**src/rwc_pkg.sv**
```systemverilog
// Package for the replay window check block: item types, verdict codes,
// register indexes and reset values. No dependencies.
package rwc_pkg;

  localparam int unsigned SEQ_W        = 32;
  localparam int unsigned SPAN_W       = 6;
  localparam int unsigned CFG_DATA_W   = 32;
  localparam int unsigned WINDOW_BITS_DEF = 32;

  localparam logic [SEQ_W-1:0]  SEQ_LIMIT_RST   = '1;
  localparam logic [SPAN_W-1:0] WINDOW_SPAN_RST = 6'd32;

  typedef enum logic [0:0] {
    CFG_SEQ_LIMIT   = 1'b0,
    CFG_WINDOW_SPAN = 1'b1
  } cfg_index_t;

  typedef enum logic [0:0] {
    KIND_CHECK    = 1'b0,
    KIND_ROLLBACK = 1'b1
  } kind_t;

  typedef enum logic [2:0] {
    VERDICT_OK      = 3'd0,
    VERDICT_WRAPPED = 3'd1,
    VERDICT_REPLAY  = 3'd2,
    VERDICT_OLD     = 3'd3,
    VERDICT_ROLLED  = 3'd4
  } verdict_t;

  typedef struct packed {
    kind_t            kind;
    logic [SEQ_W-1:0] incoming_seq;
  } in_item_t;

  typedef struct packed {
    logic     accepted;
    verdict_t verdict;
  } out_item_t;

  typedef struct packed {
    logic [SEQ_W-1:0] last_accepted;
    logic [SEQ_W-1:0] highest_seen;
    logic [SEQ_W-1:0] saved_last;
    logic             first_pending;
  } seq_state_t;

endpackage

```
**src/replay_window_check_core.sv**
```systemverilog
// Top level of the replay window check: input register, window state,
// configuration registers and result register. Depends on rwc_pkg and
// rwc_window_unit.
//
// Usage: each item on the in_ channel is either a sequence check or a
// rollback after a failed decryption; each item yields exactly one result
// on the out_ channel (accepted flag and verdict code).
// An item is taken when in_valid is high and in_stall is low; a result is
// taken when out_valid is high and out_stall is low.
// An accepted item sits in the input register until it advances into the
// result register and raises out_valid. Throughput: one item per cycle while
// out_stall is low; the compare, shift and mask update are combinational.
// When the receiver stalls, the result register holds and one more item
// waits in the input register; in_stall rises only when both are full.
// seq_limit and window_span are written through cfg_we/cfg_index/cfg_wdata,
// by the user only while no item is in flight; the block does not enforce it.
// Reset (rst_n low, synchronous) empties both registers, clears the window
// and rollback copies, sets the first-number flag and loads the default
// seq_limit (all ones) and window_span (32).
module replay_window_check_core import rwc_pkg::*; #(
  parameter int unsigned WINDOW_BITS = WINDOW_BITS_DEF
) (
  input  logic                  clk,
  input  logic                  rst_n,
  input  logic                  in_valid,
  output logic                  in_stall,
  input  in_item_t              in_item,
  output logic                  out_valid,
  input  logic                  out_stall,
  output out_item_t             out_item,
  input  logic                  cfg_we,
  input  cfg_index_t            cfg_index,
  input  logic [CFG_DATA_W-1:0] cfg_wdata
);

  logic                   s1_valid_r;
  in_item_t               s1_item_r;
  logic                   out_valid_r;
  out_item_t              out_item_r;
  seq_state_t             st_r;
  seq_state_t             st_nxt;
  logic [WINDOW_BITS-1:0] seen_mask_r;
  logic [WINDOW_BITS-1:0] seen_mask_nxt;
  logic [WINDOW_BITS-1:0] saved_mask_r;
  logic [WINDOW_BITS-1:0] saved_mask_nxt;
  logic [SEQ_W-1:0]       seq_limit_r;
  logic [SPAN_W-1:0]      window_span_r;
  out_item_t              result;
  logic                   advance;
  logic                   in_take;

  assign advance   = s1_valid_r && (!out_valid_r || !out_stall);
  assign in_stall  = s1_valid_r && !advance;
  assign in_take   = in_valid && !in_stall;
  assign out_valid = out_valid_r;
  assign out_item  = out_item_r;

  rwc_window_unit #(
    .WINDOW_BITS(WINDOW_BITS)
  ) u_window (
    .item          (s1_item_r),
    .st            (st_r),
    .seen_mask     (seen_mask_r),
    .saved_mask    (saved_mask_r),
    .seq_limit     (seq_limit_r),
    .window_span   (window_span_r),
    .st_nxt        (st_nxt),
    .seen_mask_nxt (seen_mask_nxt),
    .saved_mask_nxt(saved_mask_nxt),
    .result        (result)
  );

  always_ff @(posedge clk) begin
    if (!rst_n) begin
      s1_valid_r  <= 1'b0;
      out_valid_r <= 1'b0;
    end else begin
      if (in_take) begin
        s1_valid_r <= 1'b1;
      end else if (advance) begin
        s1_valid_r <= 1'b0;
      end
      if (advance) begin
        out_valid_r <= 1'b1;
      end else if (!out_stall) begin
        out_valid_r <= 1'b0;
      end
    end
  end

  always_ff @(posedge clk) begin
    if (in_take) begin
      s1_item_r <= in_item;
    end
    if (advance) begin
      out_item_r <= result;
    end
  end

  always_ff @(posedge clk) begin
    if (!rst_n) begin
      st_r.last_accepted <= '0;
      st_r.highest_seen  <= '0;
      st_r.saved_last    <= '0;
      st_r.first_pending <= 1'b1;
      seen_mask_r        <= '0;
      saved_mask_r       <= '0;
    end else if (advance) begin
      st_r         <= st_nxt;
      seen_mask_r  <= seen_mask_nxt;
      saved_mask_r <= saved_mask_nxt;
    end
  end

  always_ff @(posedge clk) begin
    if (!rst_n) begin
      seq_limit_r   <= SEQ_LIMIT_RST;
      window_span_r <= WINDOW_SPAN_RST;
    end else if (cfg_we) begin
      case (cfg_index)
        CFG_SEQ_LIMIT:   seq_limit_r   <= cfg_wdata[SEQ_W-1:0];
        CFG_WINDOW_SPAN: window_span_r <= cfg_wdata[SPAN_W-1:0];
        default: ;
      endcase
    end
  end

  a_stall_only_when_full: assert property (@(posedge clk) disable iff (!rst_n)
    in_stall |-> (s1_valid_r && out_valid_r && out_stall))
    else $error("input stalled with a free slot");

  a_rollback_result: assert property (@(posedge clk) disable iff (!rst_n)
    (advance && s1_item_r.kind == KIND_ROLLBACK) |=>
      (out_valid_r && out_item_r.accepted && out_item_r.verdict == VERDICT_ROLLED))
    else $error("rollback item did not report rolled back");

  a_first_flag_no_reraise: assert property (@(posedge clk) disable iff (!rst_n)
    !$rose(st_r.first_pending))
    else $error("first-number flag set again without reset");

  a_accepted_matches_verdict: assert property (@(posedge clk) disable iff (!rst_n)
    out_valid_r |-> (out_item_r.accepted ==
      (out_item_r.verdict == VERDICT_OK || out_item_r.verdict == VERDICT_ROLLED)))
    else $error("accepted flag disagrees with verdict");

  a_wrapped_keeps_state: assert property (@(posedge clk) disable iff (!rst_n)
    (advance && result.verdict == VERDICT_WRAPPED) |=>
      ($stable(st_r) && $stable(seen_mask_r) && $stable(saved_mask_r)))
    else $error("wrapped item changed window state");

endmodule

```
**src/rwc_window_unit.sv**
```systemverilog
// Next-state and verdict logic for one item of the replay window check.
// Depends on rwc_pkg.
module rwc_window_unit import rwc_pkg::*; #(
  parameter int unsigned WINDOW_BITS = WINDOW_BITS_DEF
) (
  input  in_item_t               item,
  input  seq_state_t             st,
  input  logic [WINDOW_BITS-1:0] seen_mask,
  input  logic [WINDOW_BITS-1:0] saved_mask,
  input  logic [SEQ_W-1:0]       seq_limit,
  input  logic [SPAN_W-1:0]      window_span,
  output seq_state_t             st_nxt,
  output logic [WINDOW_BITS-1:0] seen_mask_nxt,
  output logic [WINDOW_BITS-1:0] saved_mask_nxt,
  output out_item_t              result
);

  localparam int unsigned IDX_W = (WINDOW_BITS > 1) ? $clog2(WINDOW_BITS) : 1;
  localparam logic [SEQ_W-1:0] WIN = SEQ_W'(WINDOW_BITS);

  logic [SEQ_W-1:0]       seq;
  logic [SEQ_W-1:0]       dist_up;
  logic [SEQ_W-1:0]       dist_dn;
  logic [SEQ_W:0]         span_sum;
  logic [WINDOW_BITS-1:0] old_bit;
  verdict_t               verdict;

  assign seq      = item.incoming_seq;
  assign dist_up  = seq - st.highest_seen;
  assign dist_dn  = st.highest_seen - seq;
  assign span_sum = {1'b0, seq} + {{(SEQ_W + 1 - SPAN_W){1'b0}}, window_span};
  assign old_bit  = {{(WINDOW_BITS-1){1'b0}}, 1'b1} << dist_dn[IDX_W-1:0];

  always_comb begin
    st_nxt         = st;
    seen_mask_nxt  = seen_mask;
    saved_mask_nxt = saved_mask;
    verdict        = VERDICT_OK;
    if (item.kind == KIND_ROLLBACK) begin
      verdict = VERDICT_ROLLED;
      if (saved_mask != '0) begin
        seen_mask_nxt  = saved_mask;
        saved_mask_nxt = '0;
      end
      if (st.saved_last != '0) begin
        st_nxt.last_accepted = st.saved_last;
        st_nxt.saved_last    = '0;
      end
    end else if (st.last_accepted >= seq_limit) begin
      verdict = VERDICT_WRAPPED;
    end else begin
      st_nxt.saved_last = st.last_accepted;
      saved_mask_nxt    = seen_mask;
      if (seq > st.highest_seen) begin
        if (dist_up >= WIN) begin
          seen_mask_nxt = '0;
        end else begin
          seen_mask_nxt = seen_mask << dist_up[IDX_W-1:0];
        end
        st_nxt.highest_seen = seq;
      end else if (seq == st.highest_seen) begin
        if (!st.first_pending) begin
          verdict = VERDICT_REPLAY;
        end else begin
          st_nxt.first_pending = 1'b0;
        end
      end else if (span_sum < {1'b0, st.highest_seen} || dist_dn >= WIN) begin
        verdict = VERDICT_OLD;
      end else if ((seen_mask & old_bit) != '0) begin
        verdict = VERDICT_REPLAY;
      end else begin
        seen_mask_nxt = seen_mask | old_bit;
      end
      if (verdict == VERDICT_OK) begin
        st_nxt.last_accepted = seq;
      end
    end
    result.verdict  = verdict;
    result.accepted = (verdict == VERDICT_OK) || (verdict == VERDICT_ROLLED);
  end

endmodule
```
**config.mk**
```make
export PLATFORM = sky130hd
export DESIGN_NAME = replay_window_check_core
export DESIGN_NICKNAME = d
export VERILOG_FILES = /design/src/rwc_pkg.sv /design/src/replay_window_check_core.sv /design/src/rwc_window_unit.sv
export SDC_FILE = /design/constraint.sdc
export NUM_CORES = 1
export LEC_CHECK = 0
export BUFFER_PORTS_ARGS = -buffer_cell sky130_fd_sc_hd__buf_4
export CORE_MARGIN = 1.5
export CORE_UTILIZATION = 35
export CTS_BUF_LIST = sky130_fd_sc_hd__clkbuf_16
export CTS_CLUSTER_DIAMETER = 60
export CTS_CLUSTER_SIZE = 25
export DETAILED_ROUTE_END_ITERATION = 12
export PLACE_DENSITY = 0.58
export SETUP_SLACK_MARGIN = 0.3
export SLEW_MARGIN = 20
export SYNTH_ARGS = -nofsm -noshare
export SYNTH_HDL_FRONTEND = slang
export SYNTH_SLANG_ARGS = --single-unit
```
**constraint.sdc**
```tcl
create_clock -name clk -period 11.84 [get_ports clk]
set_input_delay 1.184 -clock clk [delete_from_list [all_inputs] [get_ports clk]]
set_output_delay 1.184 -clock clk [all_outputs]
set_load 0.005 [all_outputs]
```
==> results of run 1 <==
==> sequential cells by signal, indices dropped and copies added, names as in the netlist <==
| name | cells |
|---|---|
| st_r | 97 |
| s1_item_r | 33 |
| saved_mask_r | 32 |
| seen_mask_r | 32 |
| seq_limit_r | 32 |
| window_span_r | 6 |
| out_item | 4 |
| out_valid | 1 |
| s1_valid_r | 1 |
==> cell type report <==
cell class	instances	area, um2	area share, %
well taps	680	851	4.18
repair buffers	97	757	3.71
diodes	1	2.50	0.0123
clock buffers	29	726	3.56
flip-flops and latches	238	5130	25.2
clock inverters	25	249	1.22
multi-input cells	1808	12200	59.9
inverters	120	450	2.21
==> report_power, final <==
group | total (mW) | internal (mW) | leakage [nW] | switching, mW
clock | 0.907 | 0.489 | 0.487 | 0.418
combinational | 0.520 | 0.183 | 5.38 | 0.337
sequential | 0.886 | 0.851 | 1.99 | 0.0349
==> per-stage QoR <==
| step | instances | area, um2 | total power [mW] | hold slack [ps] |
|---|---|---|---|---|
| 2_1_floorplan | 2315 | 18400 | 1.25 | 441 |
| 3_3_place_gp | 2942 | 19400 | 1.41 | 452 |
| 3_5_place_dp | 2942 | 19400 | 1.41 | 460 |
| 4_1_cts | 2996 | 20400 | 2.33 | 472 |
| 5_1_grt | 2997 | 20400 | 2.41 | 499 |
| 6_report | 2998 | 20400 | 2.31 | 474 |
==> metal layers <==
metal	vias to the layer above	track usage, %	wire length, um
li1	8415	-	-
met1	8293	30.8	28200
met2	526	36.0	27600
met3	124	2.95	3540
met4	0	8.95	2490
met5	-	0	0
==> cells in the mapped netlist, types with 9 or more instances <==
library cell  count
a211oi_1         19
a21boi_0         43
a21o_1           34
a21oi_1         223
a22o_1           15
a31oi_1          17
and2_1           42
and3_1           19
buf_2            24
buf_4             9
clkbuf_1        103
dfxtp_1         201
edfxtp_1         37
ha_1            132
inv_1           119
mux2_2            9
mux2i_1          55
mux4_2           15
nand2_1         300
nand3_1          77
nand4_1          41
nor2_1          111
nor2b_1          51
nor3_1           55
nor3b_1          29
nor4_1           28
o2111ai_1         9
o211ai_1         70
o21a_1           25
o21ai_0         107
o21ai_1          21
o221a_2          20
o31ai_1          11
xnor2_1          46
xor2_1           19
==> logic make-up after synthesis <==
logic type,count (synthesis),synth area share [%]
and+or+nand+nor,811,22.0
AOI/OAI and AO/OA,718,26.2
muxes,79,5.39
DFF,238,27.9
xor gates and xnor gates,65,3.10
buffers and inverters,269,6.05
adders and majority gates,135,9.31
==> final timing paths <==
check	from	to	slack [ps]	depth (start not counted)
setup / recovery	s1_item_r[1]$_DFFE_PP_	st_r[82]$_SDFFE_PN0P_	4860	23
hold / removal	st_r[0]$_SDFFE_PN1P_	st_r[0]$_SDFFE_PN1P_	470	2
setup reg to reg	s1_item_r[1]$_DFFE_PP_	st_r[82]$_SDFFE_PN0P_	4860	23
hold reg to reg	st_r[0]$_SDFFE_PN1P_	st_r[0]$_SDFFE_PN1P_	470	2
==> worst reg2reg max path: cells and delay by family, from the launching register on <==
family	cells	cell delay (ps)
AND/OR/NAND/NOR	13	3980
XOR/XNOR	1	170
flip-flops	1	520
adder cells (fa/ha/maj)	2	650
AO/OA/AOI/OAI	7	1600
==> results.toml, run 1 <==
[global_routing]
antenna_found_initial = 1
grt_pass1_vias = 16800
grt_overflow = 0
grt_pass1_wl_um = 96200
track_usage_pct = 22.6
grt_max_degree = 161

[setup_path]
crit_fanout = 32
path_buf_inv = 0
slowest_stage = "nor2_4"
critPathLaunchType = "flip-flop"
worstSetupPathType = "reg -> reg"
critPathMaxStageDelay_ps = 970
timing.critical_path.mode_cell = "nand2_1"
cp_top_family = "simple AND/OR/NAND/NOR gates"
endpoint_kind = "flip-flop"
crit_path_cell_trace = "ha_1 > a21o_1 > a21oi_1 > o21bai_1 > a21oi_1 > nor2b_1 > o2111ai_1 > or2_2 > nor3_1 > nand2_1 > xnor2_1 > ha_1 > nand4_1 > nor4_1 > nand2_1 > nand2_1 > nand2_1 > and3_1 > nor4_4 > nand3_1 > a21o_1 > nor2_4 > o221a_2"
required_ps = 12390
cp.arrival_ps = 7530

[floorplan]
start_util_pct = 35.6
die_area_um2 = 53900
die_w_um = 232
io_pins = 77
rows = 83
core_area_um2 = 51600
fp.dieH_um = 232

[routing]
antenna_left = 0
post_drt_via_cell_ratio = 5.79
vias = 17400
wl_per_cell_um = 20.6
drt_iter0_markers = 1583
drt_drc_violations_left = 0
firstDrtPassIters = 5
routed_wl_um = 61800

[power_and_ir_drop]
peakVddDrop_mv = 0.108
p_per_area_nw_per_um2 = 113
p_leak_nw = 7.86

[cts]
cts_root_buffer = "clkbuf_16"
cts_resized = 0
cts.clk_slew.worst_paths_ps = 70
numCtsBuffers = 29
htree_levels = 1
postCtsSetupRepairBufs = 0
cts.path.max_buffers = 3
cts_tree = "built"
ctsHoldBuffers = 0
clk_latency_ps = 600
clkSinkCount = 238

[logic_synthesis]
avgSynthCellArea_um2 = 7.94
synth_top_area_share_pct = 21.9
yosysUniqueCellTypes = 93
syn_inst = 2315
yosysSeqAreaShare_pct = 27.9
ys_warn_count = 0
synthFlopType = "dfxtp_1"
ys_seq_elements = 238
yosysTopAreaCell = "dfxtp_1"
syn_area_um2 = 18400
syn_nets = 2521
yosys-top-cells-area = "dfxtp_1, ha_1, nand2_1, a21oi_1, edfxtp_1"
synthArstFlopShare_pct = 0
synth_edf_count = 37

[timing]
period_needed_ps = 6980
tns_ps = 0
rsz0062_at_grt = "false"
setup_viol = 0
tightest_slew_ps = 1060
drv_slew = 0
fmax_mhz = 143
worst_clock_skew_ps = 31.5
fin_ws_ps = 4860
fin_crit_sh_pct = 58.9
relSlewSlack_pct = 29.2
hold_violations = 0

[place]
io_buffers = 76
dpl.hpwl_um = 46100
globalplace.congestion = 0.959
place_ws_ps = 4900

[min_path]
hp-class = "reg -> reg"

[final_layout]
layout.nets = 2500
layout-drive-gt1-share_pct = 10.6
syn2layout_area_growth_pct = 10.9
layout_common_cells = "nand2_1, a21oi_1, dfxtp_1"
fillCellCount = 5339
final_common_cell = "nand2_1"
final_util_pct = 39.5

[run_status]
status = "complete, no violations"

[job]
cap_viol_max_count = 0
No activity file was read; power rests on OpenSTA's default activity.
==> run 2: changes to the inputs <==
--- a/config.mk
+++ b/config.mk
@@ -12,7 +12,7 @@
 export CTS_CLUSTER_DIAMETER = 60
 export CTS_CLUSTER_SIZE = 25
 export DETAILED_ROUTE_END_ITERATION = 12
-export PLACE_DENSITY = 0.58
+export PLACE_DENSITY = 0.6
 export SETUP_SLACK_MARGIN = 0.3
 export SLEW_MARGIN = 20
 export SYNTH_ARGS = -nofsm -noshare
==> constraint.sdc (replaced) <==
create_clock -name clk -period 6 [get_ports clk]
set_input_delay 0.6 -clock clk [delete_from_list [all_inputs] [get_ports clk]]
set_output_delay 0.6 -clock clk [all_outputs]
set_load 0.005 [all_outputs]
==> run 2 against run 1 <==
Effect of this change: wire length decreased by 1.2%; via count is 1.0% higher; maximum frequency rose by 28%; sequential cell count unchanged; sequential power rose by 98%; combinational power rose by 100%; largest power group is now registers; highest routed layer unchanged.
==> results.toml, run 2 (synthesis results as in run 1) <==
[run_status]
status = "complete, no violations"

[final_layout]
regMostFlops = "st_r"
regArea_um2 = 5130
top_regs = "st_r: 97 flops, s1_item_r: 33 flops"
largest_reg_flops = 97
layout-drive-gt1-share_pct = 11.5
layout_common_cells = "nand2_1, a21oi_1, dfxtp_1"
syn2layout_area_growth_pct = 11.6
layout.nets = 2519
final_common_cell = "nand2_1"
multiInputGateArea_um2 = 12200
fillCellCount = 5261
final_area_um2 = 20500

[timing]
tightest_slew_ps = 1080
hold_violations = 0
period_needed_ps = 5450
relSlewSlack_pct = 27.6
tns_ps = 0
rsz0062_at_grt = "true"
worst_clock_skew_ps = 33.1
drv_slew = 0
fmax_mhz = 183
fin_crit_sh_pct = 90.9
setup_viol = 0

[place]
globalplace.congestion = 0.967
dpl.hpwl_um = 46000
io_buffers = 76
placedInstanceArea_um2 = 19500

[setup_path]
critPathLaunchType = "flip-flop"
slowest_stage = "edfxtp_1"
required_ps = 6500
endpoint_kind = "flip-flop"
cp.arrival_ps = 5950
cp_top_family = "compound AO/OA/AOI/OAI gates"
worstSetupPathType = "reg -> reg"
path_buf_inv = 3
critPathMaxStageDelay_ps = 440
crit_fanout = 10
timing.critical_path.mode_cell = "buf_4"
crit_path_cell_trace = "ha_1 > a21oi_1 > o21bai_1 > a21oi_1 > nor2b_1 > o2111ai_2 > or2_2 > nor3_1 > buf_4 > nand4_1 > xnor2_1 > ha_1 > a21o_1 > a221o_1 > a221o_1 > a41oi_1 > and3_1 > nor4_4 > buf_4 > nand3_2 > a211oi_4 > buf_4 > nor2b_2 > o2bb2ai_1"

[cts]
cts_tree = "built"
cts.clk_slew.worst_paths_ps = 80
cts_root_buffer = "clkbuf_16"
clkSinkCount = 238
clk_latency_ps = 570
htree_levels = 1
ctsHoldBuffers = 0
numCtsBuffers = 26
cts.path.max_buffers = 3

[routing]
wl_per_cell_um = 20.3
vias = 17500
post_drt_via_cell_ratio = 5.82
firstDrtPassIters = 6
drt_drc_violations_left = 0
antenna_left = 0
routed_wl_um = 61100
drt_iter0_markers = 1534

[floorplan]
rows = 83
start_util_pct = 35.6
die_area_um2 = 53900
die_w_um = 232
io_pins = 77
core_area_um2 = 51600
fp.dieH_um = 232

[min_path]
hp-class = "in -> reg"

[global_routing]
grt_overflow = 0
antenna_found_initial = 1
grt_max_degree = 161
grt_pass1_vias = 17000
track_usage_pct = 22.3
grt_pass1_wl_um = 95600

[power_and_ir_drop]
p_leak_nw = 7.93
peakVddDrop_mv = 0.224
p_per_area_nw_per_um2 = 219
p_total_mw = 4.48

[job]
cap_viol_max_count = 0
run 2: cell count changes in the layout (fill, tap and decap cells not counted), sizes merged:
cell / delta
buf: +22
clkinv: -5
inv: +1
clkbuf: -3
bufinv: +1
run 2: final cells by class:
type                    count  share of cell area (%)
clock inverters            22                    1.17
diodes                      1                  0.0122
repair buffers            119                    4.62
flip-flops and latches    238                    25.0
well taps                 680                    4.15
inverters                 120                    2.20
multi-input cells        1808                    59.6
clock buffers              26                    3.17
run 2: per-stage QoR:
stage | utilization, % | std cells | setup slack [ps] | hold WS, ps
2_1_floorplan | - | 2315 | 947 | 441
3_3_place_gp | 37.9 | 2960 | 440 | 452
3_5_place_dp | 37.9 | 2960 | 379 | 466
4_1_cts | 39.6 | 3008 | 354 | 181
5_1_grt | 39.7 | 3013 | 230 | 193
6_report | 39.7 | 3014 | 548 | 213
run 2: worst reg2reg max path, cell delays in order (launching register included):
cell,delay (ps)
edfxtp_1,440
ha_1,370
a21oi_1,120
o21bai_1,160
a21oi_1,120
nor2b_1,200
o2111ai_2,200
or2_2,400
nor3_1,190
buf_4,190
nand4_1,120
xnor2_1,170
ha_1,310
a21o_1,160
a221o_1,340
a221o_1,330
a41oi_1,140
and3_1,250
nor4_4,60
buf_4,170
nand3_2,110
a211oi_4,110
buf_4,160
nor2b_2,430
o2bb2ai_1,170
run 2: power by group:
group | switching [mW] | internal [mW] | leakage, nW
sequential | 0.0688 | 1.68 | 1.99
combinational | 0.672 | 0.375 | 5.50
clock | 0.771 | 0.917 | 0.442
run 2: path summary, 6_finish.rpt:
path / from / endpoint / slack, ps / cells past startpoint
max: s1_item_r[2]$_DFFE_PP_ / seen_mask_r[5]$_SDFFE_PN0P_ / 550 / 24
min: in_item[32] / s1_item_r[32]$_DFFE_PP_ / 210 / 1
max reg2reg: s1_item_r[2]$_DFFE_PP_ / seen_mask_r[5]$_SDFFE_PN0P_ / 550 / 24
min reg2reg: window_span_r[0]$_SDFFE_PN0P_ / window_span_r[0]$_SDFFE_PN0P_ / 480 / 2
run 2: repair_timing:
item                       CTS  global route
resized for setup            0             5
setup endpoints to repair    0            65
setup buffers                0             4
run 2: per-layer routing:
| metal | track usage [%] | share of wire [%] | vias to the layer above |
|---|---|---|---|
| met4 | 7.71 | 3.5 | 0 |
| met1 | 29.7 | 45 | 8388 |
| met5 | 0 | 0 | - |
| li1 | - | - | 8439 |
| met3 | 3.66 | 6.5 | 117 |
| met2 | 36.4 | 45 | 587 |
